### src/maze_dfs_path_finder_assert.svh
// ---------------------------------------------------------------------------
// maze_dfs_path_finder_assert.svh
// Assertion macros used by the maze path finder RTL.
// ---------------------------------------------------------------------------
`ifndef MAZE_DFS_PATH_FINDER_ASSERT_SVH
`define MAZE_DFS_PATH_FINDER_ASSERT_SVH

// Same-cycle implication, checked out of reset.
`define MDFS_ASSERT_NOW(lbl, ante, cons, msg) \
    lbl: assert property (@(posedge i_clk) disable iff (!i_rst_n) (ante) |-> (cons)) \
        else $error(msg);

// Next-cycle implication, checked out of reset.
`define MDFS_ASSERT_NEXT(lbl, ante, cons, msg) \
    lbl: assert property (@(posedge i_clk) disable iff (!i_rst_n) (ante) |=> (cons)) \
        else $error(msg);

`endif

### src/mdfs_pkg.sv
// ---------------------------------------------------------------------------
// mdfs_pkg
// Shared sizes, codes, command and status types of the maze path finder.
// ---------------------------------------------------------------------------
`default_nettype none
package mdfs_pkg;

    localparam int MAX_ROWS = 64;
    localparam int MAX_COLS = 64;
    localparam int ROW_W    = $clog2(MAX_ROWS);
    localparam int COL_W    = $clog2(MAX_COLS);
    localparam int CELL_W   = ROW_W + COL_W;
    localparam int GRID_SZ  = 2 ** CELL_W;
    localparam int CELLS    = MAX_ROWS * MAX_COLS;
    localparam int STK_W    = $clog2(CELLS);
    localparam int DEPTH_W  = STK_W + 1;
    localparam int EFF_W    = 9;
    localparam int CNT_W    = 7;
    localparam int POS_W    = 6;
    localparam int IDX_W    = 12;
    localparam int LEN_W    = 13;
    localparam int HEAD_W   = 2;
    localparam int TURN_W   = 3;
    localparam int HT_W     = HEAD_W + TURN_W;

    typedef enum logic [1:0] {
        ACT_WRITE = 2'd0,
        ACT_SOLVE = 2'd1,
        ACT_READ  = 2'd2,
        ACT_RSVD  = 2'd3
    } t_action;

    localparam logic CFG_ROW_COUNT    = 1'b0;
    localparam logic CFG_COLUMN_COUNT = 1'b1;

    localparam logic [HEAD_W-1:0] HD_DOWN  = 2'd0;
    localparam logic [HEAD_W-1:0] HD_RIGHT = 2'd1;
    localparam logic [HEAD_W-1:0] HD_UP    = 2'd2;
    localparam logic [HEAD_W-1:0] HD_LEFT  = 2'd3;

    typedef enum logic [3:0] {
        CMD_NONE,
        CMD_LATCH,
        CMD_WRITE,
        CMD_BAD,
        CMD_SOLVE_FAIL,
        CMD_CLEAR_BEGIN,
        CMD_CLEAR_STEP,
        CMD_SEED,
        CMD_TRY,
        CMD_POP,
        CMD_POP_LAST,
        CMD_LOAD_TOP,
        CMD_VIS_READ,
        CMD_PUSH,
        CMD_PUSH_GOAL,
        CMD_READ_ISSUE
    } t_cmd;

    typedef struct packed {
        t_action action;
        logic    solve_ok;
        logic    same;
        logic    clr_last;
        logic    turn_done;
        logic    depth_one;
        logic    blocked;
        logic    next_is_goal;
        logic    visited;
    } t_status;

    // right, straight, left, reverse relative to the heading
    function automatic logic [HEAD_W-1:0] turn_offset(input logic [1:0] t);
        logic [HEAD_W-1:0] o;
        unique case (t)
            2'd0:    o = 2'd3;
            2'd1:    o = 2'd0;
            2'd2:    o = 2'd1;
            default: o = 2'd2;
        endcase
        return o;
    endfunction

endpackage
`default_nettype wire

### src/mdfs_ctrl.sv
// ---------------------------------------------------------------------------
// mdfs_ctrl
// Sequencer of the maze walk: decodes items and steps the datapath.
// ---------------------------------------------------------------------------
`default_nettype none
module mdfs_ctrl
    import mdfs_pkg::*;
(
    input  wire logic    i_clk,
    input  wire logic    i_rst_n,
    input  wire logic    i_start,
    input  wire t_status i_status,
    output t_cmd         o_cmd,
    output logic         o_busy,
    output logic         o_done
);
    typedef enum logic [3:0] {
        S_IDLE, S_DECODE, S_CLEAR, S_SEED, S_EXPAND, S_WALL, S_VIS, S_POPLD, S_READ, S_RESP
    } t_state;

    t_state r_state, n_state;

    always_comb begin
        n_state = r_state;
        o_cmd   = CMD_NONE;
        unique case (r_state)
            S_IDLE: begin
                if (i_start) begin
                    o_cmd   = CMD_LATCH;
                    n_state = S_DECODE;
                end
            end
            S_DECODE: begin
                unique case (i_status.action)
                    ACT_WRITE: begin
                        o_cmd   = CMD_WRITE;
                        n_state = S_RESP;
                    end
                    ACT_SOLVE: begin
                        if (i_status.solve_ok) begin
                            o_cmd   = CMD_CLEAR_BEGIN;
                            n_state = S_CLEAR;
                        end else begin
                            o_cmd   = CMD_SOLVE_FAIL;
                            n_state = S_RESP;
                        end
                    end
                    ACT_READ: begin
                        o_cmd   = CMD_READ_ISSUE;
                        n_state = S_READ;
                    end
                    default: begin
                        o_cmd   = CMD_BAD;
                        n_state = S_RESP;
                    end
                endcase
            end
            S_CLEAR: begin
                o_cmd = CMD_CLEAR_STEP;
                if (i_status.clr_last) begin
                    n_state = S_SEED;
                end
            end
            S_SEED: begin
                o_cmd   = CMD_SEED;
                n_state = i_status.same ? S_RESP : S_EXPAND;
            end
            S_EXPAND: begin
                priority if (!i_status.turn_done) begin
                    o_cmd   = CMD_TRY;
                    n_state = S_WALL;
                end else if (i_status.depth_one) begin
                    o_cmd   = CMD_POP_LAST;
                    n_state = S_RESP;
                end else begin
                    o_cmd   = CMD_POP;
                    n_state = S_POPLD;
                end
            end
            S_POPLD: begin
                o_cmd   = CMD_LOAD_TOP;
                n_state = S_EXPAND;
            end
            S_WALL: begin
                priority if (i_status.blocked) begin
                    n_state = S_EXPAND;
                end else if (i_status.next_is_goal) begin
                    o_cmd   = CMD_PUSH_GOAL;
                    n_state = S_RESP;
                end else begin
                    o_cmd   = CMD_VIS_READ;
                    n_state = S_VIS;
                end
            end
            S_VIS: begin
                if (!i_status.visited) begin
                    o_cmd = CMD_PUSH;
                end
                n_state = S_EXPAND;
            end
            S_READ: begin
                n_state = S_RESP;
            end
            S_RESP: begin
                n_state = S_IDLE;
            end
            default: begin
                n_state = S_IDLE;
            end
        endcase
    end

    always_ff @(posedge i_clk) begin
        if (!i_rst_n) begin
            r_state <= S_IDLE;
        end else begin
            r_state <= n_state;
        end
    end

    assign o_busy = (r_state != S_IDLE);
    assign o_done = (r_state == S_RESP);
endmodule
`default_nettype wire

### config.mk
export PLATFORM = sky130hd
export DESIGN_NAME = mdfs_ctrl
export DESIGN_NICKNAME = d
export VERILOG_FILES = /design/src/maze_dfs_path_finder_assert.svh /design/src/mdfs_pkg.sv /design/src/mdfs_ctrl.sv
export SDC_FILE = /design/constraint.sdc
export NUM_CORES = 1
export LEC_CHECK = 0
export BUFFER_PORTS_ARGS = -buffer_cell sky130_fd_sc_hd__buf_2
export CAP_MARGIN = 20
export CORE_AREA = 5 5 42 44
export CTS_CLUSTER_DIAMETER = 120
export DETAILED_ROUTE_END_ITERATION = 6
export DIE_AREA = 0 0 47 49
export PLACE_DENSITY = 0.78
export RECOVER_POWER = 100
export SYNTH_ARGS = -nofsm -noshare
export SYNTH_HDL_FRONTEND = slang
export SYNTH_SLANG_ARGS = --single-unit
export TNS_END_PERCENT = 100
### constraint.sdc
create_clock -name i_clk -period 1.4 [get_ports i_clk]
set_input_delay 0.07 -clock i_clk [delete_from_list [all_inputs] [get_ports i_clk]]
set_output_delay 0.07 -clock i_clk [all_outputs]
set_load 0.01 [all_outputs]
==> metrics.md, run 1 <==
| Metric | Value |
|---|---|
| P_leak | 0.376 nW |
| Clock Sink Count | 4 |
| Final min period | 1.43 ns |
| Synth Register Bits | 4 |
| Mean routed wirelength per cell | around 14 um |
| Pin count of the biggest net entering global routing | 11 |
| Cell variety after synth | 35 |
| Worst Hold Launch | i_rst_n |
| NumNets Final | between 100 and 150 |
| Syn Inst Count | 78 |
| Final Max Slew Viols | 0 |
| Post-Place Cells | between 100 and 150 |
| PD cells | 659 mW/mm^2 |
| Hold Path End | r_state[1]$_SDFFE_PN0P_ |
| Hpwl dp | ~1.3 mm |
| Largest register FFs | 4 |
| Max-slew headroom at the worst pin | 80.7% |
| Status | finished, violations left |
| Final hold vios | 0 |
| First-pass GRT wire length | 2.70 mm |
| Area growth syn-to-layout | 38.7% |
| RD Place Congestion | about 0.80 |
| Synth top area share | between 10% and 20% |
| Die Width | 47 um |
| Detailed Route WL | 1.66 mm |
| Multi-input logic area | just under 500 um^2 |
| Overflow after GRT | 0 |
| CP Max Fanout | 6 |
| Critical R2R Launch | r_state[0]$_SDFFE_PN0P_ |
| Worst R2R Path Depth | 4 |
| Crit path launch type | register |
| Worst path required time | 1.33 ns |
| Peak Freq | roughly 700 MHz |
| Total track usage | 15.8% |
| Rows | 14 |
| Max_cap viols | 0 |
| Pre-CTS setup slack | 0.0602 ns |
| Commonest non-fill, non-tap cells in the layout | buf_2 (18), buf_4 (10), nand2b_1 (5), ha_1 (5) |
| CTS tree | built |
| Post-synthesis sequential area ratio | 13.4% |
| Reg2reg setup slack | roughly 0.050 ns |
| Met2 WL | ~850 um |
| Final Cycle Share | 102% |
| Non-filler instance count after layout | 122 |
| Arr. time, crit path | between 1 and 1.5 ns |
| Power consumption | 0.000546 W |
| Met1 wire length | 723 um |
| Die footprint | 0.00230 mm^2 |
| Layout cell share with drive strength beyond 1 | 38.7% |
| Port Buffers | 18 |
| Io pins | 19 |
| Setup violations, final | 1 |
| CTS H-tree depth | 1 |
| Total CTS buffers | 3 |
| Worst-Margin Slew | between 0.2 and 0.3 ns |
| Crit Path Class | register to output port |
| Largest cells by area after synthesis | dfxtp_1 (13%), ha_1 (10%), nand2b_1 (6.3%), nor3b_1 (6.3%), nor2b_1 (5.2%) |
| Fillers | around 140 |
| Setup TNS Final | -0.0336 ns |
| Max Buffers Root-to-Sink | 2 |
| Die Span Y | 49 um |
| Yosys top cell by area | dfxtp_1 |
| CTS Root Cell | clkbuf_4 |
| Mapped Nets | between 90 and 100 |
| Wire length on met3 | 50 um |
| Core outline area | 0.00140 mm^2 |
| FF-to-FF End | r_state[0]$_SDFFE_PN0P_ |
| Worst vdd ir | roughly 370 uV |
| First-pass DRT Iterations | 4 |
| DRC Markers | 0 |
| Vias in the first global route | 659 |
| Commonest non-fill, non-tap cell in the layout | buf_2 |
| Worst hold stages | 2 |
| Worst setup EP type | output port |
| Top reg by flops | r_state |
| Starting DRT DRC Count | 22 |
| Post-DR vias/cell | 5.62 |
| Post-DRT Antenna Nets | 0 |
| Clock-pin slew on the worst setup and hold paths | 0.04 ns |
| Synth Cell Area | 598 um^2 |
| Syn avg cell area | 7.67 um^2 |
| Worst Hold Class | input port to register |
| Initial antenna violation count | 0 |
| Clk_lat worst skew | 0.24 ns |
| Worst Setup Slack, final | -0.0336 ns |
| Failing checks | setup timing |
| # hold bufs at CTS | 0 |
| Vias | between 600 and 700 |
| Unrepaired setup endpoints after global routing | yes |
| Starting Density | 42.7% |
| Uppermost layer routed | met4 |
| Dpl cell area | approximately 740 um^2 |
| Ys Warns | 0 |
| Antenna Cells | 0 |
| Clock Skew | 0.00133 ns |
| Fin area | roughly 830 um^2 |
| Register Area | 90.1 um^2 |
| Biggest regs | r_state (4) |
Yosys cell counts (all sizes together):
| cell | number |
|---|---|
| a211o | 1 |
| a21bo | 1 |
| a21boi | 1 |
| a21o | 1 |
| a21oi | 3 |
| a22oi | 1 |
| a31oi | 2 |
| a32o | 2 |
| a32oi | 1 |
| and2 | 1 |
| and4b | 1 |
| buf | 6 |
| dfxtp | 4 |
| ha | 5 |
| inv | 3 |
| nand2 | 3 |
| nand2b | 6 |
| nand3b | 3 |
| nand4bb | 1 |
| nor2 | 3 |
| nor2b | 5 |
| nor3 | 3 |
| nor3b | 5 |
| o2111a | 1 |
| o21ai | 6 |
| o21ba | 1 |
| o21bai | 1 |
| o221ai | 1 |
| o311ai | 1 |
| o31ai | 3 |
| or3 | 1 |
| xnor2 | 1 |
worst max-delay path, stage by stage (launching register included):
cell and delay, ns:
dfxtp_4 0.36, buf_6 0.12, or3_1 0.36, a31oi_1 0.13, buf_2 0.15
how the worst max path moves through the flow:
stage,startpoint,to,depth (start not counted)
detailed placement,r_state[1]$_SDFFE_PN0P_,o_cmd[0],4
global route,r_state[0]$_SDFFE_PN0P_,o_cmd[0],4
finish,r_state[0]$_SDFFE_PN0P_,o_cmd[0],4
global placement,r_state[0]$_SDFFE_PN0P_,o_cmd[0],4
floorplan,r_state[0]$_SDFFE_PN0P_,r_state[0]$_SDFFE_PN0P_,4
CTS,r_state[0]$_SDFFE_PN0P_,o_cmd[0],4
kinds of logic (layout without fill, tap and decap cells):
logic type	Yosys count	after routing	share of synthesized area (%)
buf+inv	9	37	8.37
xor+xnor	1	1	1.46
compound gates	27	27	32.8
fa+ha+maj	5	5	10.5
simple gates	32	32	33.5
flops	4	4	13.4
layer usage:
layer  track usage, %  vias to the layer above
met3             1.11                        5
met5                0                        -
met4             8.29                        0
li1                 -                      352
met2             26.0                       13
met1             19.5                      316
cell type report:
| type | instances | share of cell area (%) |
|---|---|---|
| multi-input combinational | 65 | 59.6 |
| timing repair buffer | 31 | 23.1 |
| sequential | 4 | 10.9 |
| clock buffer | 3 | 2.71 |
| tap | 16 | 2.41 |
| inverter | 3 | 1.36 |
metrics by stage:
stage	util (%)	hold WS, ns
final	59.2	0.130
after global routing	59.2	0.140
after CTS	58.5	0.125
after detailed placement	52.6	0.371
after global placement	52.6	0.372
after floorplan	-	0.224
what timing repair did:
action | CTS | global route
setup endpoints to repair | 5 | 4
hold endpoints to repair | 0 | 0
gates cloned | 0 | 0
pin swaps | 1 | 2
setup buffers | 4 | 0
gates resized for setup | 11 | 3
where the power goes:
group          switching (W)  total [W]  internal [W]
logic               0.000125   0.000257      0.000132
clock network      0.0000494   0.000145     0.0000960
registers          0.0000192   0.000144      0.000125
total               0.000194   0.000546      0.000353
No activity file was read; power rests on OpenSTA's default activity.
==> run 2, diff against run 1 <==
Settings changed: GPL_TIMING_DRIVEN set to 0, HOLD_SLACK_MARGIN set to 0.03, MAX_ROUTING_LAYER set to met4.
==> run 2 against run 1 <==
Effect of this change:
- the run still ends with setup timing left
- clock skew grew 0.0019 ns
- wire length grew 18%
- fmax shrank 2.2%
- total power grew 7.5%
- global-route usage grew 1.6 points
- non-clock buffer count grew 4
- combinational power grew 13%
- sequential share of layout area shrank 1.1 points
- setup slack lost 0.032 ns
- final area grew 11%
- count of clock-buffer cells in the layout is the same
- critical path type unchanged
- largest power group unchanged
- highest routed layer unchanged
==> metrics.md, run 2 (same netlist as run 1, synthesis figures left out) <==
| Metric | Value |
|---|---|
| Max-slew headroom at the worst pin | between 70% and 80% |
| Clock Sink Count | 4 |
| Largest register FFs | 4 |
| Setup TNS Final | -0.0780 ns |
| Initial antenna violation count | 0 |
| Mean routed wirelength per cell | 15.6 um |
| Vias | around 750 |
| Clock Skew | about 0.0033 ns |
| Core outline area | 0.00140 mm^2 |
| Final hold vios | 0 |
| Total CTS buffers | 3 |
| Status | finished, violations left |
| Uppermost layer routed | met4 |
| Worst Setup Slack, final | -0.0654 ns |
| Crit Path Class | register to output port |
| Clock-pin slew on the worst setup and hold paths | 0.04 ns |
| Unrepaired setup endpoints after global routing | yes |
| Commonest non-fill, non-tap cells in the layout | buf_2 (18), buf_4 (9), buf_6 (7) |
| Dpl cell area | 708 um^2 |
| Fin area | approximately 920 um^2 |
| First-pass GRT wire length | 2.92 mm |
| Post-DRT Antenna Nets | 0 |
| Die Span Y | 49 um |
| Max_cap viols | 0 |
| Post-DR vias/cell | 5.98 |
| P_leak | 0.413 nW |
| Peak Freq | 682 MHz |
| Final Max Slew Viols | 0 |
| Worst path required time | 1.33 ns |
| Layout Utilization | 65.6% |
| Total track usage | roughly 17% |
| Post-Place Cells | 112 |
| Setup violations, final | 2 |
| Hpwl dp | ~1.2 mm |
| Wire length on met3 | 119 um |
| Pin count of the biggest net entering global routing | 11 |
| Layout cell share with drive strength beyond 1 | 47.3% |
| Worst vdd ir | 346 uV |
| Met1 wire length | 826 um |
| Commonest non-fill, non-tap cell in the layout | buf_2 |
| NumNets Final | 130 |
| Biggest regs | r_state (4) |
| Final min period | 1.47 ns |
| Non-filler instance count after layout | about 130 |
| Area growth syn-to-layout | 53.8% |
| Worst-Margin Slew | 0.381 ns |
| CTS Root Cell | clkbuf_4 |
| Worst Hold Class | input port to register |
| Rows | 14 |
| CTS tree | built |
| Overflow after GRT | 0 |
| Crit path launch type | register |
| Port Buffers | 18 |
| Arr. time, crit path | 1.40 ns |
| Max Buffers Root-to-Sink | 2 |
| First-pass DRT Iterations | 4 |
| Failing checks | setup timing |
| Clk_lat worst skew | 0.24 ns |
| Antenna Cells | 0 |
| Top reg by flops | r_state |
| Die footprint | 0.00230 mm^2 |
| Worst setup EP type | output port |
| CTS H-tree depth | 1 |
| Vias in the first global route | 663 |
| Detailed Route WL | 1.96 mm |
| Io pins | 19 |
| DRC Markers | 0 |
| CP Max Fanout | 2 |
| Met2 WL | 961 um |
| Die Width | 47 um |
| Final Cycle Share | 105% |
| Starting DRT DRC Count | 12 |
| PD cells | around 640 mW/mm^2 |
| RD Place Congestion | 0.809 |
| Worst hold slack | between 0.1 and 0.15 ns |
| Starting Density | between 40% and 50% |
-- run 2: cell count changes in the layout (fill, tap and decap cells not counted), sizes merged --
cell  delta
buf      +4
-- run 2: worst paths after layout --
path,startpoint,endpoint,slack [ns],depth (start not counted)
min,i_status[6],r_state[2]$_SDFFE_PN0P_,0.14,3
max,r_state[1]$_SDFFE_PN0P_,o_cmd[0],-0.07,4
max reg2reg,r_state[1]$_SDFFE_PN0P_,r_state[0]$_SDFFE_PN0P_,0.07,5
min reg2reg,r_state[3]$_SDFFE_PN0P_,r_state[2]$_SDFFE_PN0P_,0.67,2
-- run 2: timing repair --
item,4_1_cts,5_1_grt
buffers inserted,8,4
hold endpoints to repair,0,0
hold buffers,0,0
pin swaps,4,6
setup endpoints to repair,5,4
resized for setup,19,9
-- run 2: layer usage --
layer	global-route usage (%)	up-vias
li1	-	355
met3	3.69	7
met5	-	-
met2	26.7	31
met4	7.83	0
met1	21.1	360
-- run 2: worst max-delay path: stages, from the launching register on --
cell and delay, ns:
dfxtp_2 0.31, nand2b_4 0.13, or3_4 0.38, a31oi_1 0.17
buf_2 0.15
-- run 2: per-stage QoR --
| stage | worst slack [ns] | total power [W] |
|---|---|---|
| CTS | -0.0277 | 0.000566 |
| detailed placement | 0.0551 | 0.000376 |
| global route | -0.124 | 0.000628 |
| finish | -0.0654 | 0.000587 |
| floorplan | 0.236 | 0.000296 |
| global placement | 0.0759 | 0.000371 |
-- run 2: where the power goes --
part           internal (W)  total [W]  leakage, nW  switching, W
combinational      0.000146   0.000291        0.364      0.000145
sequential         0.000125   0.000143       0.0349     0.0000188
clock             0.0000965   0.000153       0.0138     0.0000561
-- run 2: cell type report --
cell class | count | area, um^2
clock buffer | 3 | 22.5
timing repair buffer | 30 | 200
inverter | 3 | 11.3
sequential | 4 | 90.1
fill | 123 | 482
tap | 16 | 20.0
multi-input combinational | 65 | 519
buffer | 5 | 56.3
